==> config.mk <==
export PLATFORM = sky130hd
export DESIGN_NAME = jpc_stage
export DESIGN_NICKNAME = d
export VERILOG_FILES = /design/src/hw/rtl/assert_macros.svh /design/src/hw/rtl/jpc_pkg.sv /design/src/hw/rtl/jpc_stage.sv
export SDC_FILE = /design/constraint.sdc
export NUM_CORES = 1
export LEC_CHECK = 0
export ABC_CLOCK_PERIOD_IN_PS = 8870
export BUFFER_PORTS_ARGS = -buffer_cell sky130_fd_sc_hd__buf_2
export CAP_MARGIN = 10
export CORE_MARGIN = 4
export CORE_UTILIZATION = 44
export DETAILED_ROUTE_END_ITERATION = 10
export GPL_TIMING_DRIVEN = 0
export PLACE_DENSITY = 0.8
export SLEW_MARGIN = 20
export SYNTH_ARGS = -nofsm -noshare
export SYNTH_HDL_FRONTEND = slang
export SYNTH_SLANG_ARGS = --single-unit
==> constraint.sdc <==
create_clock -name i_clk -period 8.87 [get_ports i_clk]
set_clock_uncertainty 0.2 [all_clocks]
set_input_delay 1.774 -clock i_clk [delete_from_list [all_inputs] [get_ports i_clk]]
set_output_delay 1.774 -clock i_clk [all_outputs]
set_load 0.01 [all_outputs]
==> src/hw/rtl/assert_macros.svh <==
// ---------------------------------------------------------------------------
// Assertion macros
// Concurrent assertion shorthands shared by the RTL.
// ---------------------------------------------------------------------------
`ifndef ASSERT_MACROS_SVH
`define ASSERT_MACROS_SVH

// same-cycle implication
`define JPC_ASSERT_IMP(lbl, clk, rst_n, ante, cons) \
    lbl: assert property (@(posedge clk) disable iff (!rst_n) (ante) |-> (cons)) \
        else $error("%m: check failed");

// implication after a fixed number of cycles
`define JPC_ASSERT_DLY(lbl, clk, rst_n, ante, n, cons) \
    lbl: assert property (@(posedge clk) disable iff (!rst_n) (ante) |-> ##n (cons)) \
        else $error("%m: check failed");

`endif

==> src/hw/rtl/jpc_pkg.sv <==
// ---------------------------------------------------------------------------
// jpc_pkg
// Types, constants and the CORDIC step table of the position conditioner.
// ---------------------------------------------------------------------------
`default_nettype none

package jpc_pkg;

    localparam int CORDIC_ITERS = 30;
    localparam int PRESCALE     = 28;
    localparam int ACC_FRAC     = 24;
    localparam int Z_W          = 34;
    localparam int Q_W          = 7;
    localparam int PCT_MAX      = 100;
    localparam int CFG_IDX_W    = 3;

    localparam int DEG_45  = 45;
    localparam int DEG_90  = 90;
    localparam int DEG_135 = 135;
    localparam int DEG_180 = 180;
    localparam int DEG_225 = 225;
    localparam int DEG_315 = 315;
    localparam int DEG_360 = 360;

    localparam logic [Z_W-1:0] DEG_PER_RAD_Q24 = 34'd961263669;

    localparam logic [Z_W-1:0] STEP_TABLE [10] = '{
        34'd754974720, 34'd445687602, 34'd235489088, 34'd119537938, 34'd60000934,
        34'd30029717,  34'd15018523,  34'd7509720,   34'd3754917,   34'd1877466
    };

    typedef enum logic [CFG_IDX_W-1:0] {
        REG_X_CENTER,
        REG_Y_CENTER,
        REG_X_HIGH,
        REG_X_LOW,
        REG_Y_HIGH,
        REG_Y_LOW,
        REG_DEAD_BAND
    } t_reg_idx;

    typedef enum logic [2:0] {
        PK_ZERO,
        PK_RIGHT_ANGLE,
        PK_DIAGONAL,
        PK_OCTANT,
        PK_MIRROR
    } t_phi_kind;

    typedef enum logic [2:0] {
        DIR_RIGHT,
        DIR_UP,
        DIR_LEFT,
        DIR_DOWN,
        DIR_NEUTRAL
    } t_dir;

    typedef struct packed {
        logic           neg;
        logic           zero;
        logic           sat;
        logic [Q_W-1:0] quo;
    } t_axis;

    typedef struct packed {
        logic      valid;
        logic      neutral;
        logic      x_neg;
        logic      y_neg;
        t_phi_kind kind;
        t_axis     ax_x;
        t_axis     ax_y;
    } t_ctl;

    function automatic logic [Z_W-1:0] step_deg(input int idx);
        logic [Z_W:0] sum;
        if (idx < 10) begin
            return STEP_TABLE[idx];
        end
        sum = {1'b0, DEG_PER_RAD_Q24} + ((Z_W+1)'(1) << (idx - 1));
        return Z_W'(sum >> idx);
    endfunction

endpackage

`default_nettype wire

==> src/hw/rtl/jpc_stage.sv <==
// ---------------------------------------------------------------------------
// jpc_stage
// One pipeline stage: one CORDIC vectoring step, plus one quotient bit per axis when IDX < Q_W.
// ---------------------------------------------------------------------------
`default_nettype none

module jpc_stage import jpc_pkg::*; #(
    parameter int SAMPLE_BITS = 8,
    parameter int IDX         = 0
) (
    input  wire logic                               i_clk,
    input  wire logic                               i_rst_n,
    input  wire t_ctl                               i_ctl,
    input  wire logic [SAMPLE_BITS+Q_W-1:0]         i_xr,
    input  wire logic [SAMPLE_BITS+Q_W-1:0]         i_xd,
    input  wire logic [SAMPLE_BITS+Q_W-1:0]         i_yr,
    input  wire logic [SAMPLE_BITS+Q_W-1:0]         i_yd,
    input  wire logic signed [SAMPLE_BITS+PRESCALE+2:0] i_cx,
    input  wire logic signed [SAMPLE_BITS+PRESCALE+2:0] i_cy,
    input  wire logic signed [Z_W-1:0]              i_z,
    output t_ctl                                    o_ctl,
    output logic [SAMPLE_BITS+Q_W-1:0]              o_xr,
    output logic [SAMPLE_BITS+Q_W-1:0]              o_xd,
    output logic [SAMPLE_BITS+Q_W-1:0]              o_yr,
    output logic [SAMPLE_BITS+Q_W-1:0]              o_yd,
    output logic signed [SAMPLE_BITS+PRESCALE+2:0]  o_cx,
    output logic signed [SAMPLE_BITS+PRESCALE+2:0]  o_cy,
    output logic signed [Z_W-1:0]                   o_z
);

    localparam int RW = SAMPLE_BITS + Q_W;
    localparam int CW = SAMPLE_BITS + PRESCALE + 3;
    localparam int K  = (IDX < Q_W) ? (Q_W - 1 - IDX) : 0;
    localparam logic signed [Z_W-1:0] STEP = $signed(step_deg(IDX));

    t_ctl                 r_ctl, n_ctl;
    logic [RW-1:0]        r_xr, n_xr, r_yr, n_yr, r_xd, r_yd;
    logic signed [CW-1:0] r_cx, n_cx, r_cy, n_cy, xs, ys;
    logic signed [Z_W-1:0] r_z, n_z;

    function automatic void dstep(
        input  t_axis         ai,
        input  logic [RW-1:0] r,
        input  logic [RW-1:0] d,
        output t_axis         ao,
        output logic [RW-1:0] ro
    );
        logic [RW-1:0] dsh;
        dsh = d << K;
        ao  = ai;
        ro  = r;
        if (r >= dsh) begin
            ro     = r - dsh;
            ao.quo[K] = 1'b1;
        end
    endfunction

    always_comb begin
        n_ctl = i_ctl;
        n_xr  = i_xr;
        n_yr  = i_yr;
        if (IDX < Q_W) begin
            dstep(i_ctl.ax_x, i_xr, i_xd, n_ctl.ax_x, n_xr);
            dstep(i_ctl.ax_y, i_yr, i_yd, n_ctl.ax_y, n_yr);
        end

        xs = i_cx >>> IDX;
        ys = i_cy >>> IDX;
        if (i_cy > 0) begin
            n_cx = i_cx + ys;
            n_cy = i_cy - xs;
            n_z  = i_z + STEP;
        end else begin
            n_cx = i_cx - ys;
            n_cy = i_cy + xs;
            n_z  = i_z - STEP;
        end
    end

    always_ff @(posedge i_clk) begin
        if (!i_rst_n) begin
            r_ctl <= '0;
        end else begin
            r_ctl <= n_ctl;
        end
    end

    always_ff @(posedge i_clk) begin
        r_xr <= n_xr;
        r_yr <= n_yr;
        r_xd <= i_xd;
        r_yd <= i_yd;
        r_cx <= n_cx;
        r_cy <= n_cy;
        r_z  <= n_z;
    end

    assign o_ctl = r_ctl;
    assign o_xr  = r_xr;
    assign o_xd  = r_xd;
    assign o_yr  = r_yr;
    assign o_yd  = r_yd;
    assign o_cx  = r_cx;
    assign o_cy  = r_cy;
    assign o_z   = r_z;

endmodule

`default_nettype wire

## Yosys cells after proc, flatten, opt, wreduce, memory -nomap -nowiden

Index checks and enable logic that the tools add are counted.

- Add/sub/neg operators: 7
- Order comparisons: 3
- Multiplexer cells: 7

Operators with widths:

| kind | count |
|---|---|
| 2-to-1 mux 39 bit | 2 |
| subtractor 39 bit | 2 |
| adder 39 bit | 1 |
| greater-than comparator 39 x 1 -> 1 bit, second input constant | 1 |
| adder 34 x 31 -> 34 bit, second input constant | 1 |
| 2-to-1 mux 34 bit | 1 |
| subtractor 34 x 31 -> 34 bit, second input constant | 1 |
| greater-or-equal comparator 15 bit | 2 |
| 2-to-1 mux 15 bit | 2 |
| subtractor 15 bit | 2 |
| 2-to-1 mux 1 bit | 2 |

- Bits in registers: 199
- Input port bits: 201
- Output and inout port bits: 199
- Logic and storage cells: 37

## Longest topological paths before layout

- Word-level depth: 2
- Gate-level depth with buffers: 17
- Depth with buffers taken out: 14

## Worst setup path after synthesis

No wires, ideal clock.

- Kind: input port to flip-flop
- Start: in i_cy[14]
- End: reg r_z[33], in the netlist o_z[33]
- Setup time: 120 ps
- Arrival time: 4,793 ps
- Required time: 8,550 ps
- Path slack: 3,757 ps
- Cell stages on the path: 16
- Path buffers: 3
- Cells stage by stage: nor4_1 nand4_1 nor3_1 or2_1 clkbuf_1 clkbuf_1 buf_1 ha_1 a21o_1 a21oi_1 o21bai_1 a21oi_1 o21ai_0 a21o_1 a21oi_1 xnor2_1

- Cells in the longest elaborated chain, start to end: 2

RTL lines:

| item | RTL line | text |
|---|---|---|
| from (decl) | jpc_stage.sv:19 | `input wire logic signed [SAMPLE_BITS+PRESCALE+2:0] i_cy,` |
| greater-than comparator 39 x 1 -> 1 bit | jpc_stage.sv:69 | `if (i_cy > 0) begin` |
| 2-to-1 mux 34 bit | jpc_stage.sv:69 |  |
| named net n_z[33] | jpc_stage.sv:39 | `logic signed [Z_W-1:0] r_z, n_z;` |
| to (signal assigned) | jpc_stage.sv:95 | `r_z <= n_z;` |
| to (decl) | jpc_stage.sv:39 |  |

The timed path passes the listed nets, and every way through them passes these cells.
A chain may end at the register's enable or synchronous reset.

## Worst setup path after layout

- Start: in i_cy[19]
- End: reg r_z[33], in the netlist o_z[33]

Same word-level chain as after synthesis.

==> run summary <==
The flow ran to the end, and the final reports show no timing, DRC or antenna violations. The clock power share was 0.282. In the final routing, the length of wire on met1 measures 19.1 mm.

The cell that appears most often on the critical path is a21oi_1. The effective utilization at floorplan is 0.448, and the violation count after the first detailed-routing iteration is 1108. The highest fanout seen on the critical path was 14. The area share of the largest cell type after synthesis works out to 0.317. The detailed-route DRC error count is 0.

Number of enable-type register cells in the synthesized netlist: 0. The kind of cell with the highest combined delay along the critical path is buffers and inverters. TritonCTS built the clock tree. Standby leakage power: 7.53 nW.

Summed over all nets, wire length on met2 after detailed routing comes to 23.9 mm. The longest clock path from root to sink contains 2 buffers. The final worst-path setup slack is 2050 ps, and the max-capacitance violation count is 0. The post-synthesis xor/xnor area fraction came out at 0.0678.

By area, the combinational part of the netlist is dominated by compound AO/OA/AOI/OAI gates. The run gives 198 as the clock sink total. The worst hold path belongs to the class in -> reg.

The run gives 0 as the count of pins over their slew limit. In this run the cell area of the synthesized design comes to 0.0125 mm². The sum of internal, switching and leakage power was 2.78 mW. The most used flip-flop cell after synthesis is dfxtp_1.

The run gives 1220 ps as the worst hold slack across all endpoints. The detail route stage leaves a number of antenna-violating nets equal to 0. The ratio of routed vias to standard cells is 5.61. The total vias in the final route was 13.0k; the instance count on the critical path was 17. The power density of the placed cells was 178 mW/mm².

The tools report the max-slew headroom at the worst pin as 0.273. In this run the clock root is driven by a clkbuf_16. In this run the count of I/O pins placed on the die edge is 400. The average wire length per cell after detail routing is 21.6 µm.

The quantity of hold-fixing buffers added after cts was 0. The final standard cell count with taps included and fillers excluded was 2313; the post-synthesis to final-layout area growth was 24.5%. The simple logic cell fraction of the synthesized area is 0.140. The delay of the slowest critical-path stage is 860 ps. The area fraction in compound gates after synthesis came out at 0.239. By area the synthesized netlist is led by dfxtp_1 32%, ha_1 14%, a21oi_1 6.6%. The tools report the setup TNS after final layout as 0 ps. Tracing the worst setup path back leads to its startpoint at i_cy[19]. Post-synthesis cell type count: 72. Total nets after synthesis: 1847.

The adder-cell area share of the yosys netlist is 0.149, and the number of H-tree levels is 4. The tools report the data required time at the worst endpoint as 9000 ps. The synthesized design spends more area on one cell type than any other, namely dfxtp_1. IR analysis of the VDD net gives a maximum drop of 0.000112 V. The clock transition at the registers of the reported paths works out to 90 ps. Once the clock tree was built, the setup fixing pass inserted 0 buffers. The tools report the critical path endpoint category as a register.

The number of buffers added on ports was 399; the instance count of the mapped netlist was 1500. The tools report the total iterations of the first detailed-routing run as 7. The tools report the end point of the worst hold path as o_z[18]. Mean area per synthesized cell: 8.35 µm². The first global-routing pass estimated 73.7 mm of wire. The slowest stage of the critical path belongs to the cell buf_1. The internal portion of the total power is 1.76 mW. The share of synthesized flip-flops with an asynchronous set or reset is 0.

The hold-critical path depth was 1. For the pin with the worst max-slew slack, the measured transition is 1090 ps. The logs give 9 for the initial antenna violation count and 1800 ps for the post-place setup slack. Element type at the critical path start: an input pin. The proportion of synthesized chip area in sequential cells was 0.317; the sum of overflow across all layers after global routing was 0. The share of the clock period used by the worst path after layout works out to 0.769. For the proportion of power drawn by combinational gates, the log shows 0.340. The proportion of layout cells with a drive suffix above 1 was 0.241. The net switching share of the total power is 0.368.

Based on the critical path, the design can be clocked at up to 147 MHz. The mux cell area share after synthesis was 0.0240. The number of register bits inferred by synthesis was 198.

The critical path goes through buf_2, nor4_1, nand4_1, nor3_1, or2_1, clkbuf_1, clkbuf_1, buf_1, ha_1, a21o_1, a21oi_1, o21bai_1, a21oi_1, o21ai_0, a21o_1, a21oi_1, xnor2_1. The total count of hold-check failures in the final report was 0. The post-layout net count was 2265; the floorplan die area was 0.0312 mm². Entering global routing, the biggest net connects 21 pins. The total met3 wirelength after detailed routing was 4.11 mm. The number of global-route vias before repair was 12.9k. In this run the power spent charging and discharging nets is 1.02 mW. Clock tree synthesis inserted a total of 17 buffers.

Gates resized during post-CTS repair numbered 0. The region available for standard cell placement spans 0.0279 mm². The die is 177 µm wide.

Routability congestion estimate from global placement: 1.01. By startpoint and endpoint, the worst setup path is classified as in -> reg. The floorplan has 61 rows. For this block, the routed nets add up to 49.9 mm of wire. The die is 177 µm tall. Summed over all nets, the half-perimeter wirelength after detailed placement is 40.9 mm. Setup repair after global routing left no endpoint under its margin.

The portion of total power attributed to sequential cells was 0.378; the endpoint arrival time on the critical path was 6950 ps. The final critical delay including setup and external delays is 6820 ps. Counting tap cells, the placed design contains a total of 2277 instances.

The run gives 0.305 as the all-layer global routing usage. Setup violations remaining at the end of the flow were counted as 0. The critical hold path startpoint is i_z[18]. The top metal layer carrying routed signals is met5.

Warning count from the yosys run: 0. Counting both buffers and inverters, the worst setup path holds a total of 4.
-- flip-flops by register name, indices dropped and copies added, names as in the netlist --
name and flops:
o_ctl 27, o_cx 38, o_cy 39, o_xd 15, o_xr 15, o_yd 15
o_yr 15, o_z 34
-- final cells by class --
cell class / count / area, µm²
inverter: 143 / 537
timing repair buffer: 399 / 2000
antenna: 4 / 10.0
multi-input combinational: 1097 / 7770
sequential: 198 / 3960
clock inverter: 14 / 159
buffer: 62 / 250
clock buffer: 18 / 429
tap: 378 / 473
fill: 2676 / 12300
-- placed cells by master, fill, tap and decap left out, types with 26 or more instances in the layout --
master	Yosys	final
nor3_1	30	30
and2_1	26	26
inv_1	135	135
nand4_1	27	27
nor2_1	105	105
o21ai_0	67	67
buf_2	7	407
a21oi_1	166	166
o21bai_1	36	36
ha_1	140	140
nand2_1	62	62
clkbuf_1	39	40
o21ai_1	38	38
xnor2_1	77	77
dfxtp_1	198	198
a21o_1	41	41
-- layer usage --
metal  track usage  up-vias
met5             0        -
met4         0.157       10
met3        0.0564      148
met2         0.524      688
met1         0.364     6060
li1              -     6080
-- metrics by stage --
step | area [µm²] | utilization
global route | 15600 | 0.558
finish | 15600 | 0.558
floorplan | 12500 | -
detailed placement | 15000 | 0.537
CTS | 15600 | 0.558
global placement | 15000 | 0.537
-- cells in the mapped netlist, drive strengths merged (3+ instances only) --
| master | number |
|---|---|
| nand3 | 13 |
| o211ai | 16 |
| or3 | 8 |
| a2111oi | 3 |
| o31ai | 9 |
| a211o | 4 |
| nor2b | 19 |
| xor2 | 20 |
| o31a | 6 |
| nor2 | 105 |
| nand4 | 27 |
| inv | 140 |
| o41ai | 7 |
| nor4 | 20 |
| or2 | 11 |
| a221oi | 6 |
| dfxtp | 198 |
| mux2 | 8 |
| buf | 23 |
| o21ai | 105 |
| o21bai | 36 |
| and2 | 26 |
| clkinv | 3 |
| o21a | 12 |
| nand2b | 11 |
| a211oi | 17 |
| ha | 140 |
| nor3 | 30 |
| and3 | 4 |
| mux2i | 21 |
| or4 | 5 |
| o221ai | 4 |
| clkbuf | 39 |
| xnor2 | 77 |
| nand2 | 62 |
| a31oi | 13 |
| o21ba | 4 |
| fa | 6 |
| a311oi | 5 |
| a21oi | 166 |
| o2111ai | 5 |
| a21o | 41 |
| a21boi | 4 |
-- how the worst max path moves through the flow --
| stage | end |
|---|---|
| 2_1_floorplan | o_z[33] |
| 3_3_place_gp | o_z[33] |
| 3_5_place_dp | o_z[33] |
| 4_1_cts | o_z[33] |
| 5_1_grt | o_z[33] |
| 6_report | o_z[33] |
-- power by group through the flow --
stage / Combinational [mW] / Sequential, mW / Clock [mW]
after floorplan: 0.472 / 1.14 / 0
after global placement: 0.922 / 1.07 / 0
after detailed placement: 0.927 / 1.07 / 0
after CTS: 0.934 / 1.05 / 0.798
after global routing: 1.02 / 1.06 / 0.836
final: 0.945 / 1.05 / 0.785
-- cells by family after synthesis --
| group | Yosys count |
|---|---|
| DFF | 198 |
| buffers and inverters | 205 |
| adders and majority gates | 146 |
| muxes | 29 |
| AOI/OAI and AO/OA | 474 |
| xor gates and xnor gates | 97 |
| and+or+nand+nor | 351 |
Power figures use the tool's default switching activity.
