`src/hw/rtl/assert_macros.svh`:
```
// ---------------------------------------------------------------------------
// Assertion macros
// Concurrent assertion shorthands shared by the RTL.
// ---------------------------------------------------------------------------
`ifndef ASSERT_MACROS_SVH
`define ASSERT_MACROS_SVH

// same-cycle implication
`define JPC_ASSERT_IMP(lbl, clk, rst_n, ante, cons) \
    lbl: assert property (@(posedge clk) disable iff (!rst_n) (ante) |-> (cons)) \
        else $error("%m: check failed");

// implication after a fixed number of cycles
`define JPC_ASSERT_DLY(lbl, clk, rst_n, ante, n, cons) \
    lbl: assert property (@(posedge clk) disable iff (!rst_n) (ante) |-> ##n (cons)) \
        else $error("%m: check failed");

`endif

```
`src/hw/rtl/jpc_pkg.sv`:
```
// ---------------------------------------------------------------------------
// jpc_pkg
// Types, constants and the CORDIC step table of the position conditioner.
// ---------------------------------------------------------------------------
`default_nettype none

package jpc_pkg;

    localparam int CORDIC_ITERS = 30;
    localparam int PRESCALE     = 28;
    localparam int ACC_FRAC     = 24;
    localparam int Z_W          = 34;
    localparam int Q_W          = 7;
    localparam int PCT_MAX      = 100;
    localparam int CFG_IDX_W    = 3;

    localparam int DEG_45  = 45;
    localparam int DEG_90  = 90;
    localparam int DEG_135 = 135;
    localparam int DEG_180 = 180;
    localparam int DEG_225 = 225;
    localparam int DEG_315 = 315;
    localparam int DEG_360 = 360;

    localparam logic [Z_W-1:0] DEG_PER_RAD_Q24 = 34'd961263669;

    localparam logic [Z_W-1:0] STEP_TABLE [10] = '{
        34'd754974720, 34'd445687602, 34'd235489088, 34'd119537938, 34'd60000934,
        34'd30029717,  34'd15018523,  34'd7509720,   34'd3754917,   34'd1877466
    };

    typedef enum logic [CFG_IDX_W-1:0] {
        REG_X_CENTER,
        REG_Y_CENTER,
        REG_X_HIGH,
        REG_X_LOW,
        REG_Y_HIGH,
        REG_Y_LOW,
        REG_DEAD_BAND
    } t_reg_idx;

    typedef enum logic [2:0] {
        PK_ZERO,
        PK_RIGHT_ANGLE,
        PK_DIAGONAL,
        PK_OCTANT,
        PK_MIRROR
    } t_phi_kind;

    typedef enum logic [2:0] {
        DIR_RIGHT,
        DIR_UP,
        DIR_LEFT,
        DIR_DOWN,
        DIR_NEUTRAL
    } t_dir;

    typedef struct packed {
        logic           neg;
        logic           zero;
        logic           sat;
        logic [Q_W-1:0] quo;
    } t_axis;

    typedef struct packed {
        logic      valid;
        logic      neutral;
        logic      x_neg;
        logic      y_neg;
        t_phi_kind kind;
        t_axis     ax_x;
        t_axis     ax_y;
    } t_ctl;

    function automatic logic [Z_W-1:0] step_deg(input int idx);
        logic [Z_W:0] sum;
        if (idx < 10) begin
            return STEP_TABLE[idx];
        end
        sum = {1'b0, DEG_PER_RAD_Q24} + ((Z_W+1)'(1) << (idx - 1));
        return Z_W'(sum >> idx);
    endfunction

endpackage

`default_nettype wire

```
`src/hw/rtl/jpc_back.sv`:
```
// ---------------------------------------------------------------------------
// jpc_back
// Angle rounding, quadrant mapping, percent saturation and direction.
// ---------------------------------------------------------------------------
`default_nettype none

module jpc_back import jpc_pkg::*; #(
    parameter int ANGLE_FRAC_BITS = 16
) (
    input  wire logic                  i_clk,
    input  wire logic                  i_rst_n,
    input  wire t_ctl                  i_ctl,
    input  wire logic signed [Z_W-1:0] i_z,
    output logic                       o_valid,
    output logic signed [7:0]          o_x_percent,
    output logic signed [7:0]          o_y_percent,
    output logic [8:0]                 o_angle_deg,
    output logic                       o_is_neutral,
    output logic [2:0]                 o_direction
);

    localparam int F  = ANGLE_FRAC_BITS;
    localparam int SH = ACC_FRAC - ANGLE_FRAC_BITS;
    localparam int PW = ANGLE_FRAC_BITS + 8;
    localparam logic [Z_W-1:0] HALF = Z_W'((64'd1 << SH) >> 1);

    t_ctl                r_b1_ctl;
    logic [PW-1:0]       r_mag, n_mag, phi, oct;
    logic [Z_W-1:0]      zc;
    logic signed [7:0]   r_xp, n_xp, r_yp, n_yp;

    logic                r_valid;
    logic signed [7:0]   r_x_percent, r_y_percent;
    logic [8:0]          r_angle, n_angle;
    logic                r_neutral;
    t_dir                r_dir, n_dir;
    logic [7:0]          whole;

    function automatic logic signed [7:0] pct(input t_axis a);
        logic [Q_W-1:0] m;
        if (a.sat || (a.quo > Q_W'(PCT_MAX))) begin
            m = Q_W'(PCT_MAX);
        end else begin
            m = a.quo;
        end
        if (a.zero) begin
            m = '0;
        end
        return a.neg ? -$signed({1'b0, m}) : $signed({1'b0, m});
    endfunction

    always_comb begin
        zc  = i_z[Z_W-1] ? '0 : $unsigned(i_z);
        oct = PW'((zc + HALF) >> SH);
        case (i_ctl.kind)
            PK_ZERO:        phi = '0;
            PK_RIGHT_ANGLE: phi = PW'(DEG_90) << F;
            PK_DIAGONAL:    phi = PW'(DEG_45) << F;
            PK_OCTANT:      phi = oct;
            PK_MIRROR:      phi = (PW'(DEG_90) << F) - oct;
            default:        phi = '0;
        endcase
        n_mag = i_ctl.x_neg ? (PW'(DEG_180) << F) - phi : phi;
        n_xp  = pct(i_ctl.ax_x);
        n_yp  = pct(i_ctl.ax_y);
    end

    always_ff @(posedge i_clk) begin
        if (!i_rst_n) begin
            r_b1_ctl <= '0;
        end else begin
            r_b1_ctl <= i_ctl;
        end
    end

    always_ff @(posedge i_clk) begin
        r_mag <= n_mag;
        r_xp  <= n_xp;
        r_yp  <= n_yp;
    end

    always_comb begin
        whole = 8'(r_mag >> F);
        if (r_b1_ctl.y_neg && (whole != '0)) begin
            n_angle = 9'(DEG_360) - 9'(whole);
        end else begin
            n_angle = 9'(whole);
        end
        if (n_angle <= 9'(DEG_45) || n_angle > 9'(DEG_315)) begin
            n_dir = DIR_RIGHT;
        end else if (n_angle <= 9'(DEG_135)) begin
            n_dir = DIR_UP;
        end else if (n_angle <= 9'(DEG_225)) begin
            n_dir = DIR_LEFT;
        end else begin
            n_dir = DIR_DOWN;
        end
        if (r_b1_ctl.neutral) begin
            n_angle = '0;
            n_dir   = DIR_NEUTRAL;
        end
    end

    always_ff @(posedge i_clk) begin
        if (!i_rst_n) begin
            r_valid <= 1'b0;
        end else begin
            r_valid <= r_b1_ctl.valid;
        end
    end

    always_ff @(posedge i_clk) begin
        r_x_percent <= r_xp;
        r_y_percent <= r_yp;
        r_angle     <= n_angle;
        r_neutral   <= r_b1_ctl.neutral;
        r_dir       <= n_dir;
    end

    assign o_valid      = r_valid;
    assign o_x_percent  = r_x_percent;
    assign o_y_percent  = r_y_percent;
    assign o_angle_deg  = r_angle;
    assign o_is_neutral = r_neutral;
    assign o_direction  = r_dir;

endmodule

`default_nettype wire

```
`config.mk`:
```
export PLATFORM = sky130hd
export DESIGN_NAME = jpc_back
export DESIGN_NICKNAME = d
export VERILOG_FILES = /design/src/hw/rtl/assert_macros.svh /design/src/hw/rtl/jpc_pkg.sv /design/src/hw/rtl/jpc_back.sv
export SDC_FILE = /design/constraint.sdc
export NUM_CORES = 1
export LEC_CHECK = 0
export BUFFER_PORTS_ARGS = -buffer_cell sky130_fd_sc_hd__clkbuf_2
export CORE_UTILIZATION = 40
export DETAILED_ROUTE_END_ITERATION = 12
export GPL_TIMING_DRIVEN = 0
export SLEW_MARGIN = 30
export SYNTH_ARGS = -nofsm -noshare
export SYNTH_HDL_FRONTEND = slang
export SYNTH_SLANG_ARGS = --single-unit
```
`constraint.sdc`:
```
create_clock -name i_clk -period 12.75 [get_ports i_clk]
set_clock_uncertainty 0.15 [all_clocks]
set_input_delay 0.6375 -clock i_clk [delete_from_list [all_inputs] [get_ports i_clk]]
set_output_delay 0.6375 -clock i_clk [all_outputs]
set_load 0.005 [all_outputs]
```
=== Yosys cells after proc, flatten, opt, wreduce, memory -nomap -nowiden ===
Cells that the tools add are included.

* Add/sub/neg operators: 6
* Magnitude comparators: 6
* Equal/unequal tests: 4
* Mux-type cells: 12
* Reductions and logical operators: 7

{| class="wikitable"
|+ Operators by type and width
! cell !! count
|-
| $pmux 24 s4 || 1
|-
| $mux 7 || 6
|-
| $add 32x8->32 const B || 1
|-
| $mux 32 || 1
|-
| $mux 24 || 1
|-
| $sub 23x24->24 const A || 1
|-
| $sub 24x24->24 const A || 1
|-
| $le 9x8->1 const B || 2
|-
| $neg 7->8 || 2
|-
| $gt 7x7->1 const B || 2
|-
| $gt 9x9->1 const B || 1
|-
| $le 9x6->1 const B || 1
|-
| $mux 9 || 1
|-
| $sub 9x8->9 const A || 1
|-
| $reduce_bool 8->1 || 1
|-
| $eq 3x2->1 const B || 2
|-
| $eq 3x1->1 const B || 1
|-
| $eq 3x3->1 const B || 1
|-
| $logic_or 1x1->1 || 3
|-
| $reduce_or 3->1 || 1
|-
| $mux 2 || 1
|-
| $reduce_or 2->1 || 1
|-
| $logic_and 1x1->1 || 1
|-
| $mux 1 || 1
|}

* Flip-flop bits (word level): 73
* Input port bits: 63
* Output and inout bits: 30
* Word-level logic and storage cells: 51

=== Logic depth before layout (Yosys ltp) ===
* Depth in word-level cells: 6
* Gate-level depth with buffers: 18
* Gate-level depth less buffers: 13

=== Worst setup path before layout ===
Ideal clock, no wire load.

* Path kind: input port to flip-flop
* Start: input i_z[33]
* End: register r_mag[23]
* Setup time: 0.126 ns
* Arrival time: 4.279 ns
* Required time: 12.474 ns
* Slack: 8.195 ns
* Stages on the path: 17
* Buffers on the path: 4
* Cells stage by stage: buf_2 -> buf_6 -> clkbuf_1 -> clkbuf_1 -> nor2b_1 -> ha_1 -> nand4bb_1 -> o32ai_2 -> nand4_1 -> xnor2_1 -> or4b_1 -> o31ai_1 -> a31oi_1 -> or3_4 -> o21ai_2 -> o211ai_1 -> xor2_1

* Cells in the longest elaborated chain, start to end: 6

{| class="wikitable"
|+ Ends and longest elaborated chain
! item !! line !! text
|-
| start: declaration || jpc_back.sv:13 || <nowiki>input wire logic signed [Z_W-1:0] i_z,</nowiki>
|-
| $mux 32 (*) || jpc_back.sv:53 || <nowiki>zc = i_z[Z_W-1] ? '0 : $unsigned(i_z);</nowiki>
|-
| $add 32x8->32 (*) || jpc_back.sv:54 || <nowiki>oct = PW'((zc + HALF) >> SH);</nowiki>
|-
| $sub 23x24->24 || jpc_back.sv:60 || <nowiki>PK_MIRROR: phi = (PW'(DEG_90) << F) - oct;</nowiki>
|-
| $pmux 24 s4 (*) || jpc_back.sv:55 || <nowiki>case (i_ctl.kind)</nowiki>
|-
| $sub 24x24->24 || jpc_back.sv:63 || <nowiki>n_mag = i_ctl.x_neg ? (PW'(DEG_180) << F) - phi : phi;</nowiki>
|-
| $mux 24 (*) || jpc_back.sv:63 ||
|-
| named net n_mag[23] || jpc_back.sv:28 || <nowiki>logic [PW-1:0] r_mag, n_mag, phi, oct;</nowiki>
|-
| end signal: assignment || jpc_back.sv:77 || <nowiki>r_mag <= n_mag;</nowiki>
|-
| end: declaration || jpc_back.sv:28 ||
|}

Mark *: on every way through the listed nets, which the timed path passes. The rest lies on a longest branch.
A chain may end at the register's enable or synchronous reset.

=== Final worst setup path ===
Ends and elaborated chain as after synthesis.

==> results.json <==
{
  "status": "finished, final reports clean",
  "finalHoldViolCount": 0,
  "synthSimpleGateAreaFrac_pct": 30.9,
  "cts_buffers": 9,
  "hold_end": "o_x_percent[0]$_DFF_P_",
  "syn_nets": 543,
  "p_leak_uw": 0.00183,
  "final_cell_mix": "clkbuf_2, nor2_1, dfxtp_1, nand2_1, xnor2_1",
  "grt_pass1_wl_um": 14200,
  "viasPerCell": 5.22,
  "wire_per_inst_um": 12.4,
  "numPortBuffers": 79,
  "netlist-cell-type-count": 76,
  "async_flop_share_pct": 0,
  "vdd_ir_drop_max_v": 0.0000518,
  "setup_tns_ns": 0,
  "insertion_delay_ns": 0.31,
  "slew_viol_final": 0,
  "path_max_fanout": 10,
  "grt_max_degree": 11,
  "antenna_left": 0,
  "synth_mux_area_share_pct": 2.00,
  "tightest_slew_ns": 0.707,
  "grt_pass1_vias": 3298,
  "drc": 0,
  "diodes": 0,
  "grt_util_met2_pct": 32.0,
  "drtIter0Drc": 114,
  "met3_usage_pct": 3.34,
  "synth_xor_area_share_pct": 11.0,
  "relSlewSlack_pct": 52.5,
  "syn_area_um2": 3820,
  "h-tree-depth": 3,
  "avgSynthCellArea_um2": 8.05,
  "ys_warn_count": 0,
  "path_clk_slew_ns": 0.06,
  "finalCritPeriodShare_pct": 42.9,
  "track_usage_pct": 17.5,
  "worstHoldPathCells": 0,
  "drt-total-wl_um": 8600,
  "n_fill_cell": 937,
  "rsz0062_at_grt": "false",
  "route.vias.total": 3632,
  "fin_crit_ns": 5.48,
  "synth_top_family_by_area": "simple AND/OR/NAND/NOR gates",
  "fmax_mhz": 183,
  "drtPass1Iterations": 5,
  "synth_flop_cell": "dfxtp_1",
  "cp-end-kind": "flip-flop",
  "power_uw": 459,
  "place_congestion": 0.914,
  "layout.cells.most_common": "clkbuf_2",
  "synth_seq_cells": 57,
  "synthAdderAreaFrac_pct": 1.64,
  "r2r_cells": 9,
  "post_cts_buffers": 0,
  "cts_sinks": 57,
  "core_area_um2": 9240,
  "dieArea_um2": 9960,
  "synth_cells": 475,
  "arrival_ns": 5.52,
  "r2r_setup_slack_ns": 9.91,
  "cpPeakStageDelay_ns": 0.63,
  "met1_usage_pct": 19.9,
  "min-delay-start": "r_xp[0]$_DFF_P_",
  "ys_seq_area_share_pct": 29.8,
  "final_nets": 633,
  "clockRootBuffer": "clkbuf_8",
  "crit_chain": "clkbuf_2, buf_2, buf_6, clkbuf_1, clkbuf_1, nor2b_1, ha_1, nand4bb_1, o32ai_2, nand4_1, xor2_1, nand4_1, a2111oi_0, a31oi_1, or3_4, o21ai_2, o211ai_1, xor2_1",
  "maxCapViolCount": 0,
  "cts_buffer_depth": 2,
  "post_cts_resize_count": 0,
  "die_y_um": 99.8,
  "crit_slowest_cell": "a2111oi_0",
  "layout-drive-gt1-share_pct": 22.9,
  "start_util_pct": 41.4,
  "antenna_found_initial": 0,
  "die_x_um": 99.8,
  "place_hpwl_um": 7040,
  "start_kind": "primary input",
  "io-pin-count": 93,
  "cts_tree": "done",
  "reg2reg_to": "o_direction[0]$_SDFF_PP0_",
  "hold_path.class": "reg -> reg",
  "hold_buffers": 0,
  "grt_overflow_total": 0,
  "synth_compound_area_share_pct": 20.7,
  "setup_violations": 0,
  "syn2layout_area_growth_pct": 18.6,
  "required_ns": 12.80,
  "grt_busiest_layer": "met2",
  "fp-row-count": 35,
  "power_density_nw_per_um2": 101,
  "rr_startpoint": "r_mag[20]$_DFF_P_",
  "synth_edf_count": 0,
  "path_class": "in -> reg"
}
==> critical path, delay by kind of cell <==
family / cells / cell delay (ns)
AOI/OAI and AO/OA: 5 / 1.60
adders and majority gates: 1 / 0.38
xor gates and xnor gates: 2 / 0.37
buffers and inverters: 5 / 1.36
and+or+nand+nor: 5 / 1.16
==> kinds of logic after synthesis <==
kind of cell,after synthesis
flops,57
mux,7
buf+inv,32
fa+ha+maj,5
simple gates,217
xor+xnor,48
compound gates,109
==> where the power goes <==
part,internal (µW),switching (µW)
registers,200,7.83
clock network,72.0,55.4
logic,55.0,69.1
total,327,132
==> synth_stat cells (all sizes together), types with 3 or more instances <==
library cell	instances	area (µm²)
a21boi	3	22.5
a211oi	3	27.5
xnor2	35	307
mux2i	5	53.8
or4	5	45.0
ha	5	62.6
o31ai	6	50.1
o21a	5	37.5
xor2	13	114
o31a	5	43.8
a31oi	7	43.8
nand3	18	103
and2	9	56.3
a22oi	5	37.5
a21oi	19	95.1
dfxtp	57	1140
nor2b	12	75.1
nor3	16	85.1
nand2b	12	75.1
o2111ai	3	26.3
buf	9	65.1
o211ai	3	22.5
o21ai	21	109
o21bai	3	22.5
inv	13	48.8
clkbuf	10	38.8
or3	7	48.8
a221oi	3	26.3
nand4b	8	76.3
nand2	39	149
nor4	7	56.3
and3	3	18.8
nor2	59	221
nand4	9	71.3
or2	6	37.5
a21o	5	37.5
==> layout make-up <==
class / instances / area, µm² / area share (%)
multi-input combinational: 386 / 2540 / 55.9
sequential: 57 / 1140 / 25.2
timing repair buffer: 79 / 395 / 8.71
tap: 129 / 161 / 3.56
clock buffer: 12 / 145 / 3.20
buffer: 19 / 104 / 2.29
inverter: 13 / 48.8 / 1.08
clock inverter: 1 / 5.00 / 0.110
==> layer usage <==
layer / vias to the layer above / wire [µm]
met2: 93 / 4320
met4: 0 / 86
met1: 1640 / 3850
li1: 1890 / -
met3: 9 / 336
met5: - / 0
==> through the flow <==
| step | setup WS [ns] | util, % | hold WS [ns] | cells | cell area [µm²] |
|---|---|---|---|---|---|
| after floorplan | 8.19 | - | 0.160 | 475 | 3820 |
| after global placement | 6.94 | 47.4 | 0.160 | 683 | 4380 |
| after detailed placement | 6.99 | 47.4 | 0.163 | 683 | 4380 |
| after CTS | 7.31 | 49.0 | 0.175 | 696 | 4530 |
| after global routing | 7.00 | 49.1 | 0.178 | 696 | 4540 |
| final | 7.27 | 49.1 | 0.174 | 696 | 4540 |
==> worst max-delay path by stage <==
stage	slack, ns	endpoint	start
4_1_cts	7.31	r_mag[23]$_DFF_P_	i_z[33]
3_5_place_dp	6.99	r_mag[23]$_DFF_P_	i_z[33]
5_1_grt	7.00	r_mag[23]$_DFF_P_	i_z[33]
2_1_floorplan	8.19	r_mag[23]$_DFF_P_	i_z[33]
3_3_place_gp	6.94	r_mag[23]$_DFF_P_	i_z[33]
6_report	7.27	r_mag[23]$_DFF_P_	i_z[33]
==> sequential cells by signal, summed over array words and instances (netlist names) <==
signal / count
o_is_neutral: 1
r_yp: 8
r_mag: 8
o_valid: 1
o_y_percent: 8
o_angle_deg: 9
r_xp: 8
o_x_percent: 8
r_b1_ctl: 3
o_direction: 3
(Power assumes the default switching activity.)
